### src/design/mlfe_pkg.sv
// ----------------------------------------------------------------------------
// mlfe_pkg: shared types and constants of the LCD framebuffer engine
// Screen geometry, command codes, display command bytes and the command
// bundle that runs from the controller to the datapath.
// ----------------------------------------------------------------------------
package mlfe_pkg;

    // Screen geometry
    localparam int SCREEN_COLS = 84;
    localparam int SCREEN_ROWS = 48;
    localparam int COL_W       = $clog2(SCREEN_COLS);
    localparam int NUM_BANKS   = (SCREEN_ROWS + 7) / 8;
    localparam int BANK_W      = (NUM_BANKS > 1) ? $clog2(NUM_BANKS) : 1;

    // Command codes on func
    localparam logic [2:0] FUNC_INIT    = 3'd0;
    localparam logic [2:0] FUNC_CLEAR   = 3'd1;
    localparam logic [2:0] FUNC_RECT    = 3'd2;
    localparam logic [2:0] FUNC_LINES   = 3'd3;
    localparam logic [2:0] FUNC_CHECKER = 3'd4;
    localparam logic [2:0] FUNC_FLUSH   = 3'd5;

    // Beat kinds within one flush bank
    localparam logic [1:0] PH_XADDR = 2'd0;
    localparam logic [1:0] PH_YADDR = 2'd1;
    localparam logic [1:0] PH_DATA  = 2'd2;

    // Init sequence steps
    localparam logic [2:0] INIT_STEP_EXT   = 3'd0;
    localparam logic [2:0] INIT_STEP_VOP   = 3'd1;
    localparam logic [2:0] INIT_STEP_TEMP  = 3'd2;
    localparam logic [2:0] INIT_STEP_BIAS  = 3'd3;
    localparam logic [2:0] INIT_STEP_BASIC = 3'd4;
    localparam logic [2:0] INIT_STEP_DISP  = 3'd5;

    // Display command bytes
    localparam logic [7:0] CMD_EXT_SET   = 8'h21;
    localparam logic [7:0] CMD_BASIC_SET = 8'h20;
    localparam logic [7:0] CMD_DISP_NORM = 8'h0C;
    localparam logic [7:0] CMD_SET_X     = 8'h80;
    localparam logic [7:0] CMD_SET_Y     = 8'h40;

    // Configuration registers
    localparam int         ADDR_W     = 4;
    localparam logic [1:0] REG_VOP    = 2'd0;
    localparam logic [1:0] REG_TEMP   = 2'd1;
    localparam logic [1:0] REG_BIAS   = 2'd2;
    localparam logic [7:0] VOP_RESET  = 8'hB0;
    localparam logic [7:0] TEMP_RESET = 8'h04;
    localparam logic [7:0] BIAS_RESET = 8'h14;

    // Row patterns
    localparam logic [SCREEN_ROWS-1:0] FULL_WORD = '1;
    localparam logic [63:0] PAT_EVEN_64 = 64'h5555_5555_5555_5555;
    localparam logic [63:0] PAT_ODD_64  = 64'hAAAA_AAAA_AAAA_AAAA;
    localparam logic [SCREEN_ROWS-1:0] PAT_EVEN = PAT_EVEN_64[SCREEN_ROWS-1:0];
    localparam logic [SCREEN_ROWS-1:0] PAT_ODD  = PAT_ODD_64[SCREEN_ROWS-1:0];

    typedef struct packed {
        logic [7:0] vop;
        logic [7:0] temp;
        logic [7:0] bias;
    } mlfe_cfg_t;

    typedef struct packed {
        logic              load;
        logic              rd_en;
        logic              sweep;
        logic [COL_W-1:0]  col;
        logic              col_six;
        logic              emit_init;
        logic              emit_flush;
        logic [2:0]        init_step;
        logic [BANK_W-1:0] bank;
        logic [1:0]        phase;
    } mlfe_cmd_t;

endpackage

### src/design/mlfe_regs.sv
// ----------------------------------------------------------------------------
// mlfe_regs: configuration register file
// APB-style write and read of the three init command bytes.
// ----------------------------------------------------------------------------
module mlfe_regs (
    input  logic                       clk,
    input  logic                       rst_n,
    input  logic                       psel,
    input  logic                       penable,
    input  logic                       pwrite,
    input  logic [mlfe_pkg::ADDR_W-1:0] paddr,
    input  logic [31:0]                pwdata,
    output logic [31:0]                prdata,
    output logic                       pready,
    output mlfe_pkg::mlfe_cfg_t        cfg
);

    mlfe_pkg::mlfe_cfg_t cfg_reg;
    logic [1:0]          idx;
    logic                wr_en;

    assign pready = 1'b1;
    assign idx    = paddr[3:2];
    assign wr_en  = psel & penable & pwrite;
    assign cfg    = cfg_reg;

    // Take register writes in the access cycle
    always_ff @(posedge clk or negedge rst_n)
    begin
        if (!rst_n)
        begin
            cfg_reg.vop  <= mlfe_pkg::VOP_RESET;
            cfg_reg.temp <= mlfe_pkg::TEMP_RESET;
            cfg_reg.bias <= mlfe_pkg::BIAS_RESET;
        end
        else if (wr_en)
        begin
            unique case (idx)
                mlfe_pkg::REG_VOP:  cfg_reg.vop  <= pwdata[7:0];
                mlfe_pkg::REG_TEMP: cfg_reg.temp <= pwdata[7:0];
                mlfe_pkg::REG_BIAS: cfg_reg.bias <= pwdata[7:0];
                default: ;
            endcase
        end
    end

    // Return the addressed register
    always_comb
    begin
        unique case (idx)
            mlfe_pkg::REG_VOP:  prdata = {24'd0, cfg_reg.vop};
            mlfe_pkg::REG_TEMP: prdata = {24'd0, cfg_reg.temp};
            mlfe_pkg::REG_BIAS: prdata = {24'd0, cfg_reg.bias};
            default:            prdata = 32'd0;
        endcase
    end

endmodule

### config.mk
export PLATFORM = sky130hd
export DESIGN_NAME = mlfe_regs
export DESIGN_NICKNAME = d
export VERILOG_FILES = /design/src/design/mlfe_pkg.sv /design/src/design/mlfe_regs.sv
export SDC_FILE = /design/constraint.sdc
export NUM_CORES = 1
export LEC_CHECK = 0
export BUFFER_PORTS_ARGS = -buffer_cell sky130_fd_sc_hd__buf_2
export CAP_MARGIN = 20
export CORE_MARGIN = 4
export CORE_UTILIZATION = 36
export DETAILED_ROUTE_END_ITERATION = 8
export PLACE_DENSITY = 0.81
export SLEW_MARGIN = 30
export SYNTH_ARGS = -nofsm -noshare
export SYNTH_HDL_FRONTEND = slang
export SYNTH_SLANG_ARGS = --single-unit
export TNS_END_PERCENT = 30
### constraint.sdc
create_clock -name clk -period 1.06 [get_ports clk]
set_clock_uncertainty 0.2 [all_clocks]
set_input_delay 0.159 -clock clk [delete_from_list [all_inputs] [get_ports clk]]
set_output_delay 0.159 -clock clk [all_outputs]
set_load 0.02 [all_outputs]
# Yosys cells after proc, flatten, opt, wreduce, memory -nomap -nowiden
# Cells that the tools add are included.
# W data, S select, Z words.
[op_classes] bitwise_logic=2 n_eq_ne=2 n_mux=1 reduce_logical=4
[op_table] cell="$pmux W8 S3" n=1
[op_table] cell="$reduce_and A2 Y1" n=3
[op_table] cell="$and A1 B1 Y1" n=2
[op_table] cell="$eq A2 B1 Y1 const B" n=1
[op_table] cell="$eq A2 B2 Y1 const B" n=1
[op_table] cell="$logic_not A2 Y1" n=1
[word_totals] ff_bits=24 out_inout_bits=57 input_bits=41 elab_cells=12

# Depth between registers and ports, before layout
[depth] depth_word=3 depth_mapped=5 mapped_depth_nobuf=3

# Least setup slack after synthesis
# OpenSTA, ideal clock, no wires.
[synth_path] path_type="flip-flop to output port" startpoint="reg cfg_reg (netlist bit cfg[10])" endpoint="out prdata[2]" path_buffers=0 stages_incl_launch_ff=3 slack_ns=-0.448 arrival_ns=1.149 required_ns=0.701 cell_sequence="dfstp_2 mux2i_1 o21ai_0"
[synth_via] elab_chain_len=1
[synth_rtl] element="from (decl)" line="mlfe_regs.sv:18" source="mlfe_pkg::mlfe_cfg_t cfg_reg;"
[synth_rtl] element="$pmux W8 S3" line="mlfe_regs.sv:50" source="unique case (idx)"
[synth_rtl] element="to (decl)" line="mlfe_regs.sv:13" source="output logic [31:0] prdata,"
# No other way between the ends.

# Worst setup path after layout
[layout_path] startpoint="reg cfg_reg (netlist bit cfg[20])" endpoint="out prdata[4]"
# The elaborated chain is that of the path after synthesis.

==> results.txt <==
----------------------------------------------------
[Outcome]
  Outcome ... finished with violations
  Violations in the final reports ... hold timing, setup timing

[Setup path]
  Worst flop-to-flop path startpoint ... cfg[9]
  Crit path capture type ... primary output
  Capturing instance or port of the critical path ... prdata[4]
  Terminus of the critical flop-to-flop path ... cfg[9]
  Setup Crit Path Kind ... reg -> out
  Worst reg2reg setup slack ... -230 ps
  CP max-delay cell ... sky130_fd_sc_hd__dfstp_2
  Worst path cell trace ... mux2i_1 -> o21ai_2 -> buf_6
  Kind of start point of the critical path ... flop
  Slowest Stage Delay on Critical Path ... 540 ps
  Top fanout value on the critical path ... 2
  Data arrival time of the critical path ... 1170 ps
  Crit path from ... cfg[20]
  CP required ... 700 ps
  FF-to-FF path depth ... 4

[GRT]
  First-pass GRT wire length ... 5.38 mm
  Initial antenna violation count ... 0
  Via count of the first global-routing pass ... 1070
  Maximum number of pins on one net before global-route repair ... 15
  Sum of overflow across all layers after global routing ... 0
  Overall fraction of global-route tracks in use ... 13.6%

[Finish]
  Fraction of final layout cells sized beyond drive strength 1 ... 65.3%
  Flip-flop count of the largest register after layout ... 24
  Post-route insts no fill ... 236
  P&R area growth vs syn ... 63.6%
  Number of antenna cells inserted ... 0
  Number of nets in the final layout ... 232

[Detailed routing]
  Total number of vias ... 1053
  TritonRoute pass-1 iters ... 4
  Drc violations ... 0
  Initial drt markers ... 25
  DR vias/cell ... 4.46
  Number of nets still failing antenna checks after routing ... 0
  Routed wire length ... 3.37 mm
  Routed wire length per instance ... 14.3 µm

[Logic synthesis]
  Average cell area after synthesis ... 12.4 µm²
  Yosys reg bits ... 24
  Synthesized-area fraction occupied by ao, oa, aoi and oai cells ... 2.99%
  Simple logic cell fraction of the synthesized area ... 6.25%
  Number of warning messages in the yosys log ... 0
  Post-synthesis instance area ... 0.00134 mm²
  Dominant combinational cell family by area after synthesis ... multiplexers
  Gate count of the mapped netlist ... 108
  Adder-cell area share of the yosys netlist ... 0%
  Sequential cell area fraction in the yosys report ... 45.3%
  Multiplexer fraction of the synthesized cell area ... 28.4%
  Post-synthesis share of cell area spent on xor and xnor gates ... 0%
  Number of distinct library cells after synthesis ... 16

[Floorplan]
  Die height ... 69.0 µm
  Top-Level Pins ... 98
  Row Count ... 21
  Die Footprint ... 0.00477 mm²
  Placeable core region ... 0.00347 mm²
  X dimension of the die ... 69.0 µm
  Starting density of the core ... 38.7%

[Timing]
  RSZ-0062 raised after global routing ... yes
  Max-slew violation count ... 0
  Share of the clock period used by the worst path after layout ... 145%
  Worst-case setup margin in the final layout ... -472 ps
  Minimum clock period ... 1530 ps
  Final hold slack ... -50.2 ps
  Highest attainable clock frequency ... 653 MHz
  Endpoints failing hold ... 24
  Setup violation total in the final timing report ... 54

[Clock network]
  Clk_lat worst skew ... 260 ps
  TritonCTS clock tree ... yes
  H-tree depth ... 1
  CTS buffer count ... 3
  Master cell of the clock root buffer ... sky130_fd_sc_hd__clkbuf_8
  Reg clk slew, reported paths ... 80 ps
  Deepest clock path buffer count ... 2
  Hold bufs inserted after CTS ... 1
  TritonCTS Sinks ... 24

[Power and ir drop]
  Worst vdd rail ir drop ... 1.30 mV
  Areal power density over the cells ... 1820 mW/mm²
  Leak ... 0.00112 µW

[Placed design]
  HPWL reported at the end of detailed placement ... 2.39 mm
  RD Place Congestion ... 0.761
  Cell count after placement ... 218
  IO Port Bufs ... 46

[Job]
  Max Cap Violations ... 0

[Min path]
  Class of the worst hold path ... in -> reg

----------------------------------------------------
-- timing repair --
item	in CTS	in global routing
gates resized for setup	64	15
endpoints found under the hold margin	47	23
setup buffers	6	9
pin swaps	0	3
setup endpoints to repair	56	56
-- report_power, final --
group	total (µW)	switching [µW]	internal (µW)
Clock	615	284	331
Combinational	2050	883	1160
Sequential	1340	167	1170
-- worst max-delay path, delay by kind of cell (launching register included) --
family          cells  cell delay [ps]
buf+inv             1              130
compound gates      1              160
mux                 1               70
flops               1              540
-- cell families (layout without fill, tap and decap cells) --
kind of cell	after synthesis	in the layout
mux	32	32
buf+inv	29	88
flops	24	24
simple gates	13	13
compound gates	8	8
other cells	2	25
-- Yosys cell counts --
cell / number / area, µm²
sky130_fd_sc_hd__nor2b_1: 1 / 6.26
sky130_fd_sc_hd__or3b_1: 1 / 8.76
sky130_fd_sc_hd__nor3b_4: 1 / 18.8
sky130_fd_sc_hd__mux2_2: 16 / 180
sky130_fd_sc_hd__mux2i_1: 8 / 80.1
sky130_fd_sc_hd__o21ai_0: 8 / 40.0
sky130_fd_sc_hd__clkbuf_1: 1 / 3.75
sky130_fd_sc_hd__buf_4: 26 / 195
sky130_fd_sc_hd__dfrtp_1: 18 / 450
sky130_fd_sc_hd__nor3_2: 1 / 10.0
sky130_fd_sc_hd__nand2_1: 8 / 30.0
sky130_fd_sc_hd__mux2_4: 8 / 120
sky130_fd_sc_hd__dfstp_2: 6 / 158
sky130_fd_sc_hd__conb_1: 2 / 7.51
sky130_fd_sc_hd__nand3_2: 1 / 10.0
sky130_fd_sc_hd__buf_6: 2 / 22.5
-- routing by layer --
metal | track usage, % | vias up | wire [µm]
li1 | - | 483 | -
met1 | 16.4 | 508 | 1340
met2 | 23.5 | 58 | 1690
met3 | 5.09 | 4 | 322
met4 | 2.39 | 0 | 19
met5 | 0 | - | 0
-- through the flow --
stage / util [%] / total power (µW) / area (µm²) / setup WS, ps / TNS (ps)
finish: 63.3 / 4000 / 2190 / -472 / -10940
global route: 63.3 / 4190 / 2190 / -525 / -12860
CTS: 60.4 / 3830 / 2100 / -453 / -10240
detailed placement: 50.9 / 2750 / 1760 / -467 / -12390
global placement: 50.9 / 2720 / 1760 / -450 / -12120
floorplan: - / 2230 / 1490 / -314 / -8150
-- how the worst min path moves through the flow --
stage	startpoint	endpoint	slack, ps	cells after the start
floorplan	rst_n	cfg[0]	-340	0
global placement	rst_n	cfg[5]	-150	1
detailed placement	rst_n	cfg[8]	-150	1
CTS	pwdata[2]	cfg[18]	-50	2
global route	pwdata[2]	cfg[18]	-50	2
finish	pwdata[2]	cfg[18]	-50	2
-- layout by cell type, fill, tap and decap left out --
cell type,n
sky130_fd_sc_hd__nor3b_4,1
sky130_fd_sc_hd__buf_6,46
sky130_fd_sc_hd__dfstp_2,6
sky130_fd_sc_hd__buf_12,4
sky130_fd_sc_hd__mux2i_1,7
sky130_fd_sc_hd__dfrtp_1,18
sky130_fd_sc_hd__nor2b_1,1
sky130_fd_sc_hd__buf_4,19
sky130_fd_sc_hd__mux2i_2,1
sky130_fd_sc_hd__mux2_2,9
sky130_fd_sc_hd__buf_2,14
sky130_fd_sc_hd__dlygate4sd3_1,1
sky130_fd_sc_hd__nand2_1,8
sky130_fd_sc_hd__clkbuf_8,4
sky130_fd_sc_hd__mux2_4,15
sky130_fd_sc_hd__or3b_1,1
sky130_fd_sc_hd__o21ai_2,3
sky130_fd_sc_hd__nand3_4,1
sky130_fd_sc_hd__nor3_4,1
sky130_fd_sc_hd__conb_1,25
sky130_fd_sc_hd__o21ai_1,5
-- final cells by class --
type	instances	area, µm²
timing repair buffer	84	821
fill	260	1270
clock buffer	4	55.1
multi-input combinational	78	653
sequential	24	608
tap	46	57.6
Power figures use the tool's default switching activity.
