==> src/design/mlfe_pkg.sv <==
// ----------------------------------------------------------------------------
// mlfe_pkg: shared types and constants of the LCD framebuffer engine
// Screen geometry, command codes, display command bytes and the command
// bundle that runs from the controller to the datapath.
// ----------------------------------------------------------------------------
package mlfe_pkg;

    // Screen geometry
    localparam int SCREEN_COLS = 84;
    localparam int SCREEN_ROWS = 48;
    localparam int COL_W       = $clog2(SCREEN_COLS);
    localparam int NUM_BANKS   = (SCREEN_ROWS + 7) / 8;
    localparam int BANK_W      = (NUM_BANKS > 1) ? $clog2(NUM_BANKS) : 1;

    // Command codes on func
    localparam logic [2:0] FUNC_INIT    = 3'd0;
    localparam logic [2:0] FUNC_CLEAR   = 3'd1;
    localparam logic [2:0] FUNC_RECT    = 3'd2;
    localparam logic [2:0] FUNC_LINES   = 3'd3;
    localparam logic [2:0] FUNC_CHECKER = 3'd4;
    localparam logic [2:0] FUNC_FLUSH   = 3'd5;

    // Beat kinds within one flush bank
    localparam logic [1:0] PH_XADDR = 2'd0;
    localparam logic [1:0] PH_YADDR = 2'd1;
    localparam logic [1:0] PH_DATA  = 2'd2;

    // Init sequence steps
    localparam logic [2:0] INIT_STEP_EXT   = 3'd0;
    localparam logic [2:0] INIT_STEP_VOP   = 3'd1;
    localparam logic [2:0] INIT_STEP_TEMP  = 3'd2;
    localparam logic [2:0] INIT_STEP_BIAS  = 3'd3;
    localparam logic [2:0] INIT_STEP_BASIC = 3'd4;
    localparam logic [2:0] INIT_STEP_DISP  = 3'd5;

    // Display command bytes
    localparam logic [7:0] CMD_EXT_SET   = 8'h21;
    localparam logic [7:0] CMD_BASIC_SET = 8'h20;
    localparam logic [7:0] CMD_DISP_NORM = 8'h0C;
    localparam logic [7:0] CMD_SET_X     = 8'h80;
    localparam logic [7:0] CMD_SET_Y     = 8'h40;

    // Configuration registers
    localparam int         ADDR_W     = 4;
    localparam logic [1:0] REG_VOP    = 2'd0;
    localparam logic [1:0] REG_TEMP   = 2'd1;
    localparam logic [1:0] REG_BIAS   = 2'd2;
    localparam logic [7:0] VOP_RESET  = 8'hB0;
    localparam logic [7:0] TEMP_RESET = 8'h04;
    localparam logic [7:0] BIAS_RESET = 8'h14;

    // Row patterns
    localparam logic [SCREEN_ROWS-1:0] FULL_WORD = '1;
    localparam logic [63:0] PAT_EVEN_64 = 64'h5555_5555_5555_5555;
    localparam logic [63:0] PAT_ODD_64  = 64'hAAAA_AAAA_AAAA_AAAA;
    localparam logic [SCREEN_ROWS-1:0] PAT_EVEN = PAT_EVEN_64[SCREEN_ROWS-1:0];
    localparam logic [SCREEN_ROWS-1:0] PAT_ODD  = PAT_ODD_64[SCREEN_ROWS-1:0];

    typedef struct packed {
        logic [7:0] vop;
        logic [7:0] temp;
        logic [7:0] bias;
    } mlfe_cfg_t;

    typedef struct packed {
        logic              load;
        logic              rd_en;
        logic              sweep;
        logic [COL_W-1:0]  col;
        logic              col_six;
        logic              emit_init;
        logic              emit_flush;
        logic [2:0]        init_step;
        logic [BANK_W-1:0] bank;
        logic [1:0]        phase;
    } mlfe_cmd_t;

endpackage

==> src/design/mlfe_ctrl.sv <==
// ----------------------------------------------------------------------------
// mlfe_ctrl: command sequencer
// Accepts one command at a time, walks the column sweep, the flush beats
// and the init beats, and drives the datapath by a command bundle.
// ----------------------------------------------------------------------------
module mlfe_ctrl (
    input  logic                 clk,
    input  logic                 rst_n,
    input  logic                 in_valid,
    output logic                 in_ready,
    input  logic [2:0]           func,
    input  logic                 flush_ok,
    output logic                 out_valid,
    input  logic                 out_ready,
    output mlfe_pkg::mlfe_cmd_t  cmd
);

    typedef enum logic [2:0] {
        ST_IDLE,
        ST_SWEEP,
        ST_TAIL,
        ST_FLUSH_RD,
        ST_EMIT_FLUSH,
        ST_EMIT_INIT
    } state_t;

    state_t                        state_reg, state_next;
    logic [mlfe_pkg::COL_W-1:0]    col_reg, col_next;
    logic [2:0]                    six_reg, six_next;
    logic [2:0]                    step_reg, step_next;
    logic [mlfe_pkg::BANK_W-1:0]   bank_reg, bank_next;
    logic [1:0]                    phase_reg, phase_next;
    logic                          in_ready_reg, in_ready_next;
    logic                          out_valid_reg, out_valid_next;

    assign in_ready  = in_ready_reg;
    assign out_valid = out_valid_reg;

    // Drive the datapath from the current state
    always_comb
    begin
        cmd            = '0;
        cmd.load       = in_valid & in_ready_reg;
        cmd.rd_en      = (state_reg == ST_SWEEP) || (state_reg == ST_FLUSH_RD);
        cmd.sweep      = (state_reg == ST_SWEEP);
        cmd.col        = col_reg;
        cmd.col_six    = (six_reg == 3'd0);
        cmd.emit_init  = (state_reg == ST_EMIT_INIT);
        cmd.emit_flush = (state_reg == ST_EMIT_FLUSH);
        cmd.init_step  = step_reg;
        cmd.bank       = bank_reg;
        cmd.phase      = phase_reg;
    end

    // Next state and counters
    always_comb
    begin
        state_next     = state_reg;
        col_next       = col_reg;
        six_next       = six_reg;
        step_next      = step_reg;
        bank_next      = bank_reg;
        phase_next     = phase_reg;
        unique case (state_reg)
            ST_IDLE:
            begin
                if (in_valid)
                begin
                    col_next   = '0;
                    six_next   = 3'd0;
                    step_next  = mlfe_pkg::INIT_STEP_EXT;
                    bank_next  = '0;
                    phase_next = mlfe_pkg::PH_XADDR;
                    unique case (func)
                        mlfe_pkg::FUNC_INIT:    state_next = ST_EMIT_INIT;
                        mlfe_pkg::FUNC_CLEAR,
                        mlfe_pkg::FUNC_RECT,
                        mlfe_pkg::FUNC_LINES,
                        mlfe_pkg::FUNC_CHECKER: state_next = ST_SWEEP;
                        mlfe_pkg::FUNC_FLUSH:
                            state_next = flush_ok ? ST_FLUSH_RD : ST_IDLE;
                        default:                state_next = ST_IDLE;
                    endcase
                end
            end
            ST_SWEEP:
            begin
                // Advance the column and its modulo-six phase
                col_next = col_reg + 1'b1;
                six_next = (six_reg == 3'd5) ? 3'd0 : six_reg + 3'd1;
                if (col_reg == mlfe_pkg::COL_W'(mlfe_pkg::SCREEN_COLS - 1))
                    state_next = ST_TAIL;
            end
            ST_TAIL:
            begin
                state_next = ST_IDLE;
            end
            ST_FLUSH_RD:
            begin
                state_next = ST_EMIT_FLUSH;
            end
            ST_EMIT_FLUSH:
            begin
                if (out_ready)
                begin
                    if (phase_reg == mlfe_pkg::PH_DATA)
                    begin
                        phase_next = mlfe_pkg::PH_XADDR;
                        if (bank_reg == mlfe_pkg::BANK_W'(mlfe_pkg::NUM_BANKS - 1))
                            state_next = ST_IDLE;
                        else
                            bank_next = bank_reg + 1'b1;
                    end
                    else
                    begin
                        phase_next = phase_reg + 2'd1;
                    end
                end
            end
            ST_EMIT_INIT:
            begin
                if (out_ready)
                begin
                    if (step_reg == mlfe_pkg::INIT_STEP_DISP)
                        state_next = ST_IDLE;
                    else
                        step_next = step_reg + 3'd1;
                end
            end
            default:
            begin
                state_next = ST_IDLE;
            end
        endcase
        in_ready_next  = (state_next == ST_IDLE);
        out_valid_next = (state_next == ST_EMIT_FLUSH) || (state_next == ST_EMIT_INIT);
    end

    // Hold state and registered handshake outputs; start with the clearing pass
    always_ff @(posedge clk or negedge rst_n)
    begin
        if (!rst_n)
        begin
            state_reg     <= ST_SWEEP;
            col_reg       <= '0;
            six_reg       <= 3'd0;
            step_reg      <= 3'd0;
            bank_reg      <= '0;
            phase_reg     <= mlfe_pkg::PH_XADDR;
            in_ready_reg  <= 1'b0;
            out_valid_reg <= 1'b0;
        end
        else
        begin
            state_reg     <= state_next;
            col_reg       <= col_next;
            six_reg       <= six_next;
            step_reg      <= step_next;
            bank_reg      <= bank_next;
            phase_reg     <= phase_next;
            in_ready_reg  <= in_ready_next;
            out_valid_reg <= out_valid_next;
        end
    end

endmodule

==> config.mk <==
export PLATFORM = sky130hd
export DESIGN_NAME = mlfe_ctrl
export DESIGN_NICKNAME = d
export VERILOG_FILES = /design/src/design/mlfe_pkg.sv /design/src/design/mlfe_ctrl.sv
export SDC_FILE = /design/constraint.sdc
export NUM_CORES = 1
export LEC_CHECK = 0
export BUFFER_PORTS_ARGS = -buffer_cell sky130_fd_sc_hd__buf_2
export CAP_MARGIN = 10
export CORE_ASPECT_RATIO = 0.7
export CORE_MARGIN = 1
export CORE_UTILIZATION = 40
export DETAILED_ROUTE_END_ITERATION = 8
export PLACE_DENSITY_LB_ADDON = 0.2
export SLEW_MARGIN = 20
export SYNTH_ARGS = -nofsm -noshare
export SYNTH_HDL_FRONTEND = slang
export SYNTH_SLANG_ARGS = --single-unit
==> constraint.sdc <==
create_clock -name clk -period 1.8 [get_ports clk]
set_clock_uncertainty 0.1 [all_clocks]
set_input_delay 0.36 -clock clk [delete_from_list [all_inputs] [get_ports clk]]
set_output_delay 0.36 -clock clk [all_outputs]
set_load 0.005 [all_outputs]
# Yosys cells after proc, flatten, opt, wreduce, memory -nomap -nowiden
# Cells that the tools add are included.
# op_classes
add_sub_neg,5
n_eq_ne,22
muxes,26
bitwise_logic,1
reduce_logical,14
# ops
operator,count
2-to-1 mux 3 bit,14
== test 3 bit (second input constant),9
case mux 3 bit (2 select lines),3
case mux 3 bit (5 select lines),1
case mux 7 bit (2 select lines),1
logical NOT 3 bit,4
inequality test 2 bit (second input constant),5
adder 3 x 1 -> 3 bit (second input constant),3
== test 3 x 2 -> 1 bit (second input constant),3
case mux 3 bit (3 select lines),1
2-to-1 mux 2 bit,4
adder 7 x 1 -> 7 bit (second input constant),1
== test 7 bit (second input constant),1
2-to-1 mux 7 bit,1
== test 3 x 1 -> 1 bit (second input constant),2
nonzero test 2 bit,3
AND reduction 5 bit,1
case mux 2 bit (2 select lines),1
AND reduction 4 bit,1
OR reduction 4 bit,1
AND reduction 3 bit,1
adder 2 x 1 -> 2 bit (second input constant),1
== test 2 bit (second input constant),1
logical OR 1 bit,2
other kinds (3),3
# word_totals
reg_bits,23
word_cells,76

# Logic depth before layout (Yosys ltp)
# logic_depth
ltp_word,7
depth_mapped,6

# Worst setup path after synthesis
# Ideal clock, no wire load.
# synth_timing
kind,reg2reg
from,register state_reg[2]
to,register in_ready_reg (netlist: in_ready)
setup_ns,0.124
arrival_ns,1.681
setup_slack_ns,-0.105
stages_incl_launch_ff,6
n_path_buf,1
period_less_slack_ns,1.905
path_cell_list,dfrtp_1 > or4b_1 > buf_2 > or4_4 > a31oi_2 > nor3b_1
# synth_via
elab_chain_cells,5
word_cells_on_any_way,14
classes_between,eq/ne: 4; mux: 8; reduce/logical: 2
# synth_lines
element,line_no,rtl
from (decl),mlfe_ctrl.sv:27,"state_t state_reg, state_next;"
from (signal assigned),mlfe_ctrl.sv:155,state_reg <= state_next;
2-to-1 mux 3 bit,mlfe_ctrl.sv:109,if (bank_reg == mlfe_pkg::BANK_W'(mlfe_pkg::NUM_BANKS - 1))
2-to-1 mux 3 bit,mlfe_ctrl.sv:106,if (phase_reg == mlfe_pkg::PH_DATA)
2-to-1 mux 3 bit,mlfe_ctrl.sv:104,if (out_ready)
case mux 3 bit (5 select lines) *,mlfe_ctrl.sv:64,unique case (state_reg)
named net state_next[2],mlfe_ctrl.sv:27,
logical NOT 3 bit *,mlfe_ctrl.sv:135,in_ready_next = (state_next == ST_IDLE);
named net in_ready_next,mlfe_ctrl.sv:33,"logic in_ready_reg, in_ready_next;"
to (signal assigned),mlfe_ctrl.sv:161,in_ready_reg <= in_ready_next;
to (decl),mlfe_ctrl.sv:33,
# Mark *: on every way through the listed nets, which the timed path passes. The rest lies on a longest branch.
# A chain may end at the register's enable or synchronous reset.

==> results <==
- The cell area power density is about 1500 nW/µm².
- Ranked by instance count, the synthesized netlist is headed by 22 x sky130_fd_sc_hd__dfrtp_1, 12 x sky130_fd_sc_hd__nand2_1, 10 x sky130_fd_sc_hd__o21ai_0, 9 x sky130_fd_sc_hd__nor2_1, 6 x sky130_fd_sc_hd__nand3_1.
- The congestion estimate from routability-driven global placement came to between 0.8 and 0.9.
- The largest stage delay on the critical path is around 0.41 ns.
- The clock passes through at most 2 buffers.
- The number of port buffers is 30.
- The clock tree from TritonCTS is done.
- The critical path goes through buf_4 -> or3b_1 -> inv_2 -> buf_2.
- The violation count after the first detailed-routing iteration is 32.
- The synthesized area divided by synthesized cell count is about 10 µm².
- The via count of the first global-routing pass came to roughly 900.
- The number of cells traversed by the worst register-to-register path is 4.
- The hold violation count in the final report was 0.
- For the worst-skew pair, the clock arrives at the later sink with an insertion delay of about 0.26 ns.
- In the final routed layout, each cell accounts on average for about 14 µm.
- The worst slew slack as a fraction of its limit is 0.652.
- For this configuration, the core starts out at a cell density of 0.422.
- In the final layout, the share of cells above drive strength 1 is 0.405.
- The tightest min-delay check is of the in -> reg type.
- The slowest stage of the critical path is the sky130_fd_sc_hd__or3b_1 cell.
- The number of max-cap violations is 0.
- The global router's overall resource usage is 0.192.
- The length of routed met3 wiring is about 130 µm.
- By area the synthesized netlist is led by sky130_fd_sc_hd__dfrtp_1 47%, sky130_fd_sc_hd__ha_1 5.3%, sky130_fd_sc_hd__o21ai_0 4.3%.
- The sequential-to-total area share from yosys stat is 0.491.
- CTS built an H-tree with a depth of 1.
- From bottom edge to top edge, the die measures 47.3 µm.
- The floorplan has 16 rows.
- The most instantiated library cell after synthesis is sky130_fd_sc_hd__dfrtp_1.
- The endpoint arrival time on the critical path is roughly 1.4 ns.
- The core area is roughly 2800 µm².
- The cell area after synthesis is 1170 µm².
- The run finished, with violations left.
- The biggest area consumer among synthesized cells is sky130_fd_sc_hd__dfrtp_1.
- The total number of yosys warnings is 0.
- The placed instances occupy a cell area of roughly 1500 µm².
- Clock-pin slew was measured on the worst setup and hold paths at about 0.08 ns.
- Summed over all nets, wire length on met2 after detailed routing comes to 1.20 mm.
- The routed design could run at a clock period as short as around 1.9 ns.
- The detail route stage leaves a number of antenna-violating nets equal to 0.
- After synthesis the netlist holds a flip-flop and latch count of 23.
- The startpoint of the tightest hold check path is func[1].
- Pin placement for this block handled 31 I/O pins.
- The root buffer cell chosen for the clock tree is sky130_fd_sc_hd__clkbuf_8.
- The full die area is 3160 µm².
- The share of the clock period used by the worst path is 1.04.
- The register with the most flip-flops in the layout has 7 of them.
- Measured on the finished design, the core utilization comes to 0.574.
- The number of clock sinks is 23.
- After global routing the overflow that remains totals 0.
- The number of max-slew violations in the final report was 0.
- The number of vias per cell after detailed routing is 5.31.
- The finished cells cover about 1600 µm².
- The worst-margin pin slew is ~0.52 ns.
- For this block, the routed nets add up to 2.73 mm of wire.
- The worst register-to-register path has a setup slack of -0.07 ns.
- The largest net degree at the start of global routing is 24.
- The net count of the finished layout is approximately 180.
- The number of nets handed over by synthesis was 128.
- Of all flip-flops after synthesis, the portion carrying an async set or reset was 1.00.
- Setup repair after global routing could not meet its margin everywhere.
- The number of enable-type register cells in the synthesized netlist is 0.
- The most instantiated flip-flop cell in the synthesis netlist is sky130_fd_sc_hd__dfrtp_1.
- The first-pass iteration count of the detailed router is 4.
- The endpoint identified for the worst register-to-register timing path is in_ready.
- The first global-routing pass estimated around 4.3 mm of wire.
- Measured along the x axis, the die boundary spans around 67 µm.
- In this run the critical register-to-register path is launched from state_reg[2].
- Static timing analysis puts the maximum clock frequency at 533 MHz.
- The final-layout fill cell count is 259.
- The maximum vdd drop is 709 µV.
- After detailed routing, the number of remaining DRC violations is 0.
- In this run the static leakage power is about 0.8 nW.
- STA puts the critical path data required time at roughly 1.3 ns.
- The routed layout has between 1000 and 1500 vias.
- The kind of capture point of the worst setup path is an output port.
- The fraction of post-synthesis cell area in the top cell type by area is 0.469.
- Synthesis handed over a netlist of 115 instances.
- After detailed routing, the wire length on met1 is approximately 1.4 mm.
- The total half-perimeter wirelength after legalization and detailed placement is about 2 mm.
- Compared with the post-synthesis result, the final layout area differs by 36.0%.
- The worst min-delay path endpoint is state_reg[1].
- STA classifies the critical path startpoint as a register.
- In this run the top signal layer used is met4.
- Synthesis instantiated 41 different standard cells from the library.
- The repair_antennas step left the layout with diodes totalling 0.
- The hold-critical path depth is 3.
- The final reports fail on negative setup slack.
- The kind of critical path is reg -> out.
- The number of antenna violations at the first check in global routing is 0.
- The worst-case setup margin in the final layout is -0.0744 ns.
- Setup violations remaining at the end of the flow were counted as 6.
- The maximum fanout count along the critical path is 5.
- The number of buffers created by CTS is 3.
worst max-delay path by stage:
stage	start	to	slack (ns)	depth (start not counted)
after detailed placement	in_valid	in_ready	-0.04	5
after CTS	state_reg[0]	in_ready	-0.08	4
after global routing	state_reg[2]	cmd[8]	-0.14	4
final	state_reg[2]	cmd[8]	-0.07	4
after floorplan	state_reg[2]	in_ready	-0.10	5
after global placement	in_valid	in_ready	0.02	5
cell families (layout without fill, tap and decap cells):
group           after synthesis  after routing  synth area share
simple gates                 47             47             0.223
compound gates               27             27             0.160
flops                        23             23             0.491
buf+inv                       7             55            0.0234
fa+ha+maj                     5              5            0.0532
mux                           4              4            0.0351
xor+xnor                      2              2            0.0149
stage by stage:
| step | instances | setup WS [ns] | setup TNS (ns) | hold slack [ns] | total power [mW] |
|---|---|---|---|---|---|
| final | 199 | -0.0744 | -0.290 | 0.338 | 2.34 |
| after global routing | 199 | -0.140 | -0.792 | 0.342 | 2.53 |
| after CTS | 198 | -0.0828 | -0.202 | 0.323 | 2.24 |
| after detailed placement | 191 | -0.0380 | -0.0388 | 0.270 | 1.82 |
| after global placement | 191 | 0.0220 | 0 | 0.257 | 1.79 |
| after floorplan | 115 | -0.104 | -0.111 | -0.0356 | 1.37 |
worst max-delay path: cells and delay by family (launching register included):
kind	cells	cell delay, ns
AND/OR/NAND/NOR	1	0.41
flip-flops	1	0.39
buffers and inverters	3	0.35
per-layer routing:
layer  vias up  global-route usage
met3         4              0.0583
met2        26               0.293
met1       507               0.266
met5         -                   0
li1        520                   -
met4         0              0.0553
power by group:
part	leakage, nW	internal (mW)	switching [mW]
Clock	0.0255	0.154	0.164
Combinational	0.469	0.625	0.544
Sequential	0.304	0.686	0.164
repair_timing:
item,4_1_cts,5_1_grt
resized for setup,3,16
pin swaps,1,4
setup endpoints to repair,7,13
hold buffers,1,0
buffers inserted,2,1
endpoints found under the hold margin,22,0
cells in the final DEF, fill, tap and decap left out, types with 2 or more instances in the layout:
cell	count
sky130_fd_sc_hd__dfrtp_1	22
sky130_fd_sc_hd__clkbuf_8	3
sky130_fd_sc_hd__o21ai_0	6
sky130_fd_sc_hd__buf_2	29
sky130_fd_sc_hd__o31ai_1	2
sky130_fd_sc_hd__buf_4	11
sky130_fd_sc_hd__buf_6	5
sky130_fd_sc_hd__inv_1	3
sky130_fd_sc_hd__nor2b_1	4
sky130_fd_sc_hd__nand4_1	2
sky130_fd_sc_hd__nor2_1	8
sky130_fd_sc_hd__nor3_1	3
sky130_fd_sc_hd__a21oi_1	2
sky130_fd_sc_hd__o21ai_1	3
sky130_fd_sc_hd__ha_1	5
sky130_fd_sc_hd__mux2i_1	3
sky130_fd_sc_hd__xor2_1	2
sky130_fd_sc_hd__nand2_1	12
sky130_fd_sc_hd__nand3_1	5
cell type report:
cell class / instances / area (µm²) / share of cell area
multi-input combinational: 85 / 614 / 0.384
sequential: 23 / 577 / 0.361
timing repair buffer: 46 / 294 / 0.184
tap: 36 / 45.0 / 0.0282
clock buffer: 3 / 41.3 / 0.0258
inverter: 5 / 21.3 / 0.0133
clock inverter: 1 / 5.00 / 0.00313
(Power assumes the default switching activity.)
